<file path="src/rtl/core/huffman_code_bit_packer_assert.svh">
// ----------------------------------------------------------------------------
// Huffman code bit packer assertion macros
// Clocked assertion wrappers; empty when SYNTHESIS is defined.
// ----------------------------------------------------------------------------
`ifndef HUFFMAN_CODE_BIT_PACKER_ASSERT_SVH
`define HUFFMAN_CODE_BIT_PACKER_ASSERT_SVH

`ifndef SYNTHESIS
`define HCBP_ASSERT(lbl, prop, msg) \
  lbl: assert property (@(posedge clk) disable iff (!rst_n) prop) else $error(msg);
`define HCBP_ASSERT_RST(lbl, prop, msg) \
  lbl: assert property (@(posedge clk) prop) else $error(msg);
`else
`define HCBP_ASSERT(lbl, prop, msg)
`define HCBP_ASSERT_RST(lbl, prop, msg)
`endif

`endif

</file>
<file path="src/rtl/core/hcbp_pkg.sv">
// ----------------------------------------------------------------------------
// hcbp_pkg
// Types and constants shared by the Huffman code bit packer.
// ----------------------------------------------------------------------------
package hcbp_pkg;

  localparam int CODE_W      = 32;
  localparam int BYTE_W      = 8;
  localparam int SYM_W       = 8;
  localparam int OP_W        = 2;
  localparam int IN_LEN_W    = 6;
  localparam int TABLE_DEPTH = 256;
  localparam int ACC_W       = CODE_W + BYTE_W;
  localparam int CNT_W       = 6;
  localparam int SH_W        = 7;

  localparam logic [OP_W-1:0] OP_LOAD   = 2'd0;
  localparam logic [OP_W-1:0] OP_ENCODE = 2'd1;
  localparam logic [OP_W-1:0] OP_FLUSH  = 2'd2;

  typedef struct packed {
    logic [OP_W-1:0]     opcode;
    logic [SYM_W-1:0]    symbol;
    logic [CODE_W-1:0]   code_bits;
    logic [IN_LEN_W-1:0] code_length;
  } in_item_t;

  typedef struct packed {
    logic [BYTE_W-1:0] packed_byte;
    logic              last;
  } out_item_t;

  typedef struct packed {
    logic            valid;
    logic [OP_W-1:0] opcode;
  } issue_t;

endpackage

</file>
<file path="src/rtl/core/hcbp_packer.sv">
// ----------------------------------------------------------------------------
// hcbp_packer
// Lookup stage, left-aligned bit accumulator and output byte register.
// ----------------------------------------------------------------------------
`include "huffman_code_bit_packer_assert.svh"

module hcbp_packer #(
  parameter int LEN_W = 6
) (
  input  logic                        clk,
  input  logic                        rst_n,
  input  hcbp_pkg::issue_t            issue,
  output logic                        issue_ready,
  input  logic [hcbp_pkg::CODE_W-1:0] rd_word,
  input  logic [LEN_W-1:0]            rd_len,
  output logic                        out_valid,
  input  logic                        out_stall,
  output hcbp_pkg::out_item_t         out_data
);

  localparam int ACC_W  = hcbp_pkg::ACC_W;
  localparam int CNT_W  = hcbp_pkg::CNT_W;
  localparam int SH_W   = hcbp_pkg::SH_W;
  localparam int BYTE_W = hcbp_pkg::BYTE_W;
  localparam int CODE_W = hcbp_pkg::CODE_W;

  logic                      s1_valid_r, s1_valid_nxt;
  logic [hcbp_pkg::OP_W-1:0] s1_op_r, s1_op_nxt;
  logic [ACC_W-1:0]          acc_r, acc_nxt;
  logic [CNT_W-1:0]          cnt_r, cnt_nxt;
  logic                      out_valid_r, out_valid_nxt;
  hcbp_pkg::out_item_t       out_data_r, out_data_nxt;

  logic              slot_free;
  logic              emit;
  logic              flush_out;
  logic              s1_go;
  logic              has_room;
  logic [ACC_W-1:0]  acc_e;
  logic [CNT_W-1:0]  cnt_e;
  logic [CODE_W-1:0] word_m;
  logic [SH_W-1:0]   shamt;
  logic [ACC_W-1:0]  placed;

  always_comb begin
    slot_free = !out_valid_r || !out_stall;
    emit      = (cnt_r >= CNT_W'(BYTE_W)) && slot_free;
    acc_e     = emit ? {acc_r[ACC_W-BYTE_W-1:0], {BYTE_W{1'b0}}} : acc_r;
    cnt_e     = emit ? cnt_r - CNT_W'(BYTE_W) : cnt_r;
    has_room  = cnt_e < CNT_W'(BYTE_W);
    word_m    = rd_word & ~({CODE_W{1'b1}} << rd_len);
    shamt     = SH_W'(ACC_W) - SH_W'(cnt_e) - SH_W'(rd_len);
    placed    = {{(ACC_W-CODE_W){1'b0}}, word_m} << shamt;

    s1_go     = 1'b1;
    flush_out = 1'b0;
    acc_nxt   = acc_e;
    cnt_nxt   = cnt_e;

    if (s1_valid_r) begin
      priority if (s1_op_r == hcbp_pkg::OP_ENCODE) begin
        s1_go = has_room;
        if (has_room) begin
          acc_nxt = acc_e | placed;
          cnt_nxt = cnt_e + CNT_W'(rd_len);
        end
      end else if (s1_op_r == hcbp_pkg::OP_FLUSH) begin
        priority if (!has_room) begin
          s1_go = 1'b0;
        end else if (cnt_e == '0) begin
          acc_nxt = '0;
          cnt_nxt = '0;
        end else if (slot_free && !emit) begin
          flush_out = 1'b1;
          acc_nxt   = '0;
          cnt_nxt   = '0;
        end else begin
          s1_go = 1'b0;
        end
      end else begin
        s1_go = 1'b1;
      end
    end

    issue_ready  = !s1_valid_r || s1_go;
    s1_valid_nxt = issue_ready ? issue.valid : s1_valid_r;
    s1_op_nxt    = (issue_ready && issue.valid) ? issue.opcode : s1_op_r;

    out_data_nxt  = out_data_r;
    out_valid_nxt = out_valid_r && out_stall;
    if (emit || flush_out) begin
      out_valid_nxt            = 1'b1;
      out_data_nxt.packed_byte = acc_r[ACC_W-1 -: BYTE_W];
      out_data_nxt.last        = flush_out;
    end
  end

  always_ff @(posedge clk) begin
    if (!rst_n) begin
      s1_valid_r  <= 1'b0;
      acc_r       <= '0;
      cnt_r       <= '0;
      out_valid_r <= 1'b0;
    end else begin
      s1_valid_r  <= s1_valid_nxt;
      acc_r       <= acc_nxt;
      cnt_r       <= cnt_nxt;
      out_valid_r <= out_valid_nxt;
    end
  end

  always_ff @(posedge clk) begin
    s1_op_r    <= s1_op_nxt;
    out_data_r <= out_data_nxt;
  end

  assign out_valid = out_valid_r;
  assign out_data  = out_data_r;

  `HCBP_ASSERT(a_cnt_range, cnt_r <= CNT_W'(ACC_W - 1), "bit count above accumulator size")
  `HCBP_ASSERT(a_acc_clean, (acc_r & ({ACC_W{1'b1}} >> cnt_r)) == '0, "stray bits below count")
  `HCBP_ASSERT(a_one_source, !(emit && flush_out), "byte and flush emitted together")
  `HCBP_ASSERT(a_flush_clears, (s1_valid_r && s1_go && s1_op_r == hcbp_pkg::OP_FLUSH) |=> cnt_r == '0, "flush left bits")
  `HCBP_ASSERT_RST(a_reset, !rst_n |=> (!out_valid_r && cnt_r == '0 && !s1_valid_r), "reset state")

endmodule

</file>
<file path="config.mk">
export PLATFORM = sky130hd
export DESIGN_NAME = hcbp_packer
export DESIGN_NICKNAME = d
export VERILOG_FILES = /design/src/rtl/core/hcbp_pkg.sv /design/src/rtl/core/hcbp_packer.sv
export VERILOG_INCLUDE_DIRS = /design/src /design/src/rtl/core
export SDC_FILE = /design/constraint.sdc
export NUM_CORES = 1
export LEC_CHECK = 0
export ABC_AREA = 1
export BUFFER_PORTS_ARGS = -buffer_cell sky130_fd_sc_hd__buf_4
export CORE_ASPECT_RATIO = 2
export CORE_MARGIN = 2
export CORE_UTILIZATION = 60
export CTS_CLUSTER_SIZE = 40
export DETAILED_ROUTE_END_ITERATION = 8
export PLACE_DENSITY = 0.85
export SYNTH_ARGS = -nofsm -noshare
export SYNTH_HDL_FRONTEND = slang
export SYNTH_SLANG_ARGS = --single-unit
</file>
<file path="constraint.sdc">
create_clock -name clk -period 6.25 [get_ports clk]
set_input_delay 0.9375 -clock clk [delete_from_list [all_inputs] [get_ports clk]]
set_output_delay 0.9375 -clock clk [all_outputs]
set_load 0.05 [all_outputs]
</file>
* Yosys cells after proc, flatten, opt, wreduce, memory -nomap -nowiden
Index checks and enable logic that the tools add are counted.
** Storage, ports and cells
- Register bits after elaboration :: 59
- Word-level logic and storage cells :: 60
- Bits of input ports :: 44
** Cells by class
- $add $sub $neg :: 4
- Reductions and logical operators :: 12
- Shift-type cells :: 2
- Bitwise operators :: 3
- Equality and inequality tests :: 2
- Muxes and demuxes :: 28
- $lt $le $gt $ge :: 2
** Operator list (count)
- $mux W40 :: 8
- $mux W6 :: 8
- $or A40 B40 Y40 :: 1
- $shl A32 B7 Y40 :: 1
- $and A32 B32 Y32 :: 1
- $not A32 Y32 :: 1
- $shl A32 B6 Y32 const A :: 1
- $mux W1 :: 12
- $sub A6 B6 Y7 const A :: 1
- $sub A7 B6 Y7 :: 1
- $add A6 B6 Y6 :: 1
- $ge A6 B4 Y1 const B :: 1
- $logic_not A6 Y1 :: 1
- $lt A6 B4 Y1 const B :: 1
- $sub A6 B4 Y6 const B :: 1
- $logic_and A1 B1 Y1 :: 4
- $logic_not A1 Y1 :: 4
- $logic_or A1 B1 Y1 :: 3
- $eq A2 B1 Y1 const B :: 1
- $eq A2 B2 Y1 const B :: 1

* Logic depth before layout (Yosys ltp)
- Depth after elaboration :: 13
- Mapped depth :: 22
- Gate-level depth less buffers :: 22

* Least setup slack after synthesis
No wires, ideal clock.
- Path kind :: in2reg
- Start point :: input port out_stall
- End point :: register acc_r[38]
- Slack :: 3057 ps
- Buffers on the path :: 1
- Data required time :: 6126 ps
- Stages on the path :: 16
- Arrival time :: 3069 ps
- Cells stage by stage :: nand2_2 -> nand2_4 -> nand2_1 -> nand2_2 -> inv_1 -> ha_1 -> ha_1 -> a21oi_1 -> nand2_1 -> nand2_1 -> nand2_1 -> buf_2 -> nor2_1 -> nand3_1 -> nand3_1 -> a21oi_1
** On the way
- Cells in the longest elaborated chain, start to end :: 11
- Elaborated cells between the ends (all ways) :: 20
- Those cells by class :: 2 x add/sub; 1 x order compare; 1 x shift; 9 x mux; 1 x bitwise; 6 x reduce/logical
** Ends and longest elaborated chain
- from (decl) :: line hcbp_packer.sv:17 : input logic out_stall,
- $logic_not A1 Y1 (*) :: line hcbp_packer.sv:46 : slot_free = !out_valid_r || !out_stall;
- $logic_or A1 B1 Y1 (*) :: line hcbp_packer.sv:46
- $logic_and A1 B1 Y1 :: line hcbp_packer.sv:47 : emit = (cnt_r >= CNT_W'(BYTE_W)) && slot_free;
- $mux W6 or $logic_not A1 Y1 (tied branches) :: line hcbp_packer.sv:49, hcbp_packer.sv:73
- $sub A6 B6 Y7 or $logic_and A1 B1 Y1 (tied branches) :: line hcbp_packer.sv:52, hcbp_packer.sv:73
- $sub A7 B6 Y7 or $mux W40 (tied branches) :: line hcbp_packer.sv:52, hcbp_packer.sv:73
- $shl A32 B7 Y40 or $mux W40 (tied branches) :: line hcbp_packer.sv:53, hcbp_packer.sv:70
- $or A40 B40 Y40 or $mux W40 (tied branches) :: line hcbp_packer.sv:64, hcbp_packer.sv:68
- $mux W40 (on tied branches) :: line hcbp_packer.sv:63, hcbp_packer.sv:67
- $mux W40 :: line hcbp_packer.sv:61 : priority if (s1_op_r == hcbp_pkg::OP_ENCODE) begin
- $mux W40 (*) :: line hcbp_packer.sv:60 : if (s1_valid_r) begin
- to (signal assigned) :: line hcbp_packer.sv:106 : acc_r <= acc_nxt;
- to (decl) :: line hcbp_packer.sv:29 : logic [ACC_W-1:0] acc_r, acc_nxt;
Mark *: on every way between the ends. The rest lies on a longest branch, timed or not.
A chain may end at the register's enable or synchronous reset.

* Worst setup path after layout
- Start point :: input port rd_len[1]
- End point :: register acc_r[33]
** On the way
- Cells in the longest elaborated chain, start to end :: 8
- Elaborated cells between the ends (all ways) :: 9
- Those cells by class :: 1 x add/sub; 2 x shift; 3 x mux; 3 x bitwise
** Ends and longest elaborated chain
- from (decl) :: line hcbp_packer.sv:15 : input logic [LEN_W-1:0] rd_len,
- $shl A32 B6 Y32 :: line hcbp_packer.sv:51 : word_m = rd_word & ~({CODE_W{1'b1}} << rd_len);
- $not A32 Y32 :: line hcbp_packer.sv:51
- $and A32 B32 Y32 :: line hcbp_packer.sv:51
- $shl A32 B7 Y40 (*) :: line hcbp_packer.sv:53 : placed = {{(ACC_W-CODE_W){1'b0}}, word_m} << shamt;
- $or A40 B40 Y40 (*) :: line hcbp_packer.sv:64 : acc_nxt = acc_e | placed;
- $mux W40 (*) :: line hcbp_packer.sv:63 : if (has_room) begin
- $mux W40 (*) :: line hcbp_packer.sv:61
- $mux W40 (*) :: line hcbp_packer.sv:60
Marks and branches as above.

==> results.tsv <==
metric	value	unit
Tightest Pin Transition	0.9983	ns
part of the power in registers	13.5	%
Simple-Gate Fraction of Synth Area	49.58	%
CTS tree	built	
Clock Path Buffers	2	
Vert. Die Dim	141.4	µm
Lkg Pwr	2.888	nW
critical path's top delay family	buffers and inverters	
DIE AREA	10280	µm²
port buffer count	54	
FILL cells	884	
number of global-route vias before repair	6514	
most frequent cell after synthesis	nand3_1	
DR iter-0 viols	767	
clk sink count	59	
critical path cell sequence	buf_4 -> ha_1 -> inv_1 -> ha_1 -> buf_4 -> clkinv_1 -> nand3_1 -> nand3_1 -> nand3_1 -> nand2_1 -> nand2_1 -> nand3_1 -> a21oi_1	
WL final	20.08	mm
RSZ-0062 raised after global routing	no	
WP buf/inv	4	
synth-to-layout area growth	12.24	%
status	completed	
Max Slew Vio Count	0	
Final Net Count	1017	
register bit total from synthesis	59	
upper clock frequency limit	246.0	MHz
Core ar.	9259	µm²
initial antenna violation count	0	
top cells by count, synth	253 x nand3_1, 212 x nand2_1, 64 x a21oi_1	
Adder-Cell Fraction of Synth Area	4.682	%
post-route setup TNS	0	ns
vias per inst	6.524	
Placer Congestion	1.067	
Data required, critical path	6.51	ns
Starting Density	61.19	%
area fraction in compound gates after synthesis	11.99	%
Worst Path Arrival	4.32	ns
proportion of layout cells with a drive suffix above 1	12.11	%
post-route setup slack	2.185	ns
Layout Skew	0.004862	ns
Critical Path Most Common Cell	nand3_1	
CP startpoint kind	input port	
sw frac	58.15	%
Post-CTS Resized	0	
Worst setup EP type	flop	
# Max-Cap Violations	0	
Ant. Diodes	0	
slowest cell on the critical path	clkinv_1	
Post-synth EDFFs	11	
Die Wd	72.71	µm
Final Hold Viols	0	
Post-CTS Setup Bufs	0	
FFs w/ async S/R, synth	0	%
final setup vio count	0	
post-synth cell types	37	
grt total ovfl	0	
final period utilization	65.04	%
Rows	50	
mux contribution to synthesized area	1.413	%
largest net degree at the start of global routing	52	
WL/cell	18.91	µm
Synthesis Warnings	0	
Antenna Nets Post-Route	0	
main combinational cell family by area after synthesis	simple AND/OR/NAND/NOR gates	
HPWL after detailed placement	15.32	mm
register area	1291	µm²
first-pass GRT wire length	31.86	mm
fin util	68.68	%
residual DRC count	0	
CP Max Fanout	36	
Pint	1.835	mW
Worst-Skew Late Latency	0.33	ns
biggest area consumer among synthesized cells	nand3_1	
max incr delay on CP	0.89	ns
total number of H-tree levels	3	
DR pass1 iterations	5	
post-synthesis xor/xnor area fraction	1.082	%
Pwr Density	689.8	nW/µm²
NetSw	2.551	mW
post-layout min period	4.065	ns
syn_nets	997	
sequential share of the synthesized area	22.79	%
Inserted Clock Buffers	9	
WS Path Type	in -> reg	
Post-Syn Area	5665	µm²
GRT Util Overall	39.43	%
DP Worst Slack	1.991	ns
clk slew on worst S/H paths	0.05	ns
Comb power frac	74.9	%
vias	6929	
CTS root buffer	clkbuf_16	
Synth area leaders	nand3_1 22%, dfxtp_1 17%, nand2_1 14%	
I/O Pins	55	
normalized max-slew margin	33.04	%
Multi-input gate area	3902	µm²
Min-Delay Path Class	reg -> reg	
Clock power frac	11.6	%
top_reg_cell synth	dfxtp_1	
Worst VDD drop	0.0004784	V
# hold bufs at CTS	0	
top cell type's share of synthesized area	22.35	%
Cells after Synth	933	
Syn Area/Cell	6.072	µm²
[per-layer routing]
| metal | track usage [%] | part of all wire [%] |
|---|---|---|
| met1 | 41.56 | 34 |
| met2 | 68.33 | 51 |
| met3 | 3.764 | 6.4 |
| met4 | 32.07 | 8.8 |
| met5 | 0 | 0 |
[worst register-to-register path, cell delays in order (launching register included)]
cell,delay (ns)
dfxtp_1,0.37
ha_1,0.32
inv_1,0.04
ha_1,0.26
buf_4,0.34
clkinv_1,0.91
nand3_1,0.51
nand3_1,0.26
nand3_1,0.17
nand2_1,0.07
nand2_1,0.10
nand3_1,0.13
a21oi_1,0.14
[registers in the layout, indices dropped and copies added (netlist names)]
name	flops
acc_r	40
out_valid	1
s1_op_r	2
cnt_r	6
s1_valid_r	1
out_data	9
[power groups by stage]
stage | Clock [mW] | Sequential, mW | Combinational [mW]
floorplan | 0 | 0.688 | 2.36
global placement | 0 | 0.592 | 3.16
detailed placement | 0 | 0.595 | 3.17
CTS | 0.504 | 0.590 | 3.20
global route | 0.523 | 0.603 | 3.58
finish | 0.510 | 0.592 | 3.28
[path summary, 6_finish.rpt]
path	to	slack, ns	depth (start not counted)	from
max	acc_r[33]$_SDFF_PN0_	2.18	13	rd_len[1]
min	out_data[4]$_DFFE_PP_	0.44	0	acc_r[35]$_SDFF_PN0_
max reg2reg	acc_r[33]$_SDFF_PN0_	2.56	12	cnt_r[1]$_SDFFE_PN0P_
min reg2reg	out_data[4]$_DFFE_PP_	0.44	0	acc_r[35]$_SDFF_PN0_
[area by class of cell]
type | instances | share of cell area [%]
multi-input combinational | 754 | 61.37
sequential | 59 | 20.31
timing repair buffer | 62 | 7.320
clock buffer | 14 | 4.821
inverter | 67 | 3.955
tap | 104 | 2.046
clock inverter | 2 | 0.1771
[per-stage QoR]
| stage | instances | area (µm²) | total power, mW | hold WS, ns |
|---|---|---|---|---|
| after floorplan | 933 | 5665 | 3.045 | 0.4080 |
| after global placement | 1046 | 6041 | 3.756 | 0.4099 |
| after detailed placement | 1046 | 6041 | 3.766 | 0.4311 |
| after CTS | 1062 | 6359 | 4.292 | 0.4417 |
| after global routing | 1062 | 6359 | 4.710 | 0.4533 |
| final | 1062 | 6359 | 4.386 | 0.4350 |
[layout by cell type (no fill, tap or decap), types with 12 or more instances in the layout]
cell type and count:
a21oi_1 64, nor2_1 61, o211ai_1 23, or2_2 12, buf_4 62, nand4_1 40, dfxtp_1 48, inv_1 55
o21ai_0 25, nand2_1 212, nand3_1 253, ha_1 18
[kinds of logic (layout without fill, tap and decap cells)]
kind of cell               Yosys count  in the layout
and+or+nand+nor                    598            598
buffers and inverters              120            145
adders and majority gates           20             20
muxes                                8              8
DFF                                 59             59
AOI/OAI and AO/OA                  121            121
xor gates and xnor gates             7              7
Power figures use the tool's default switching activity.
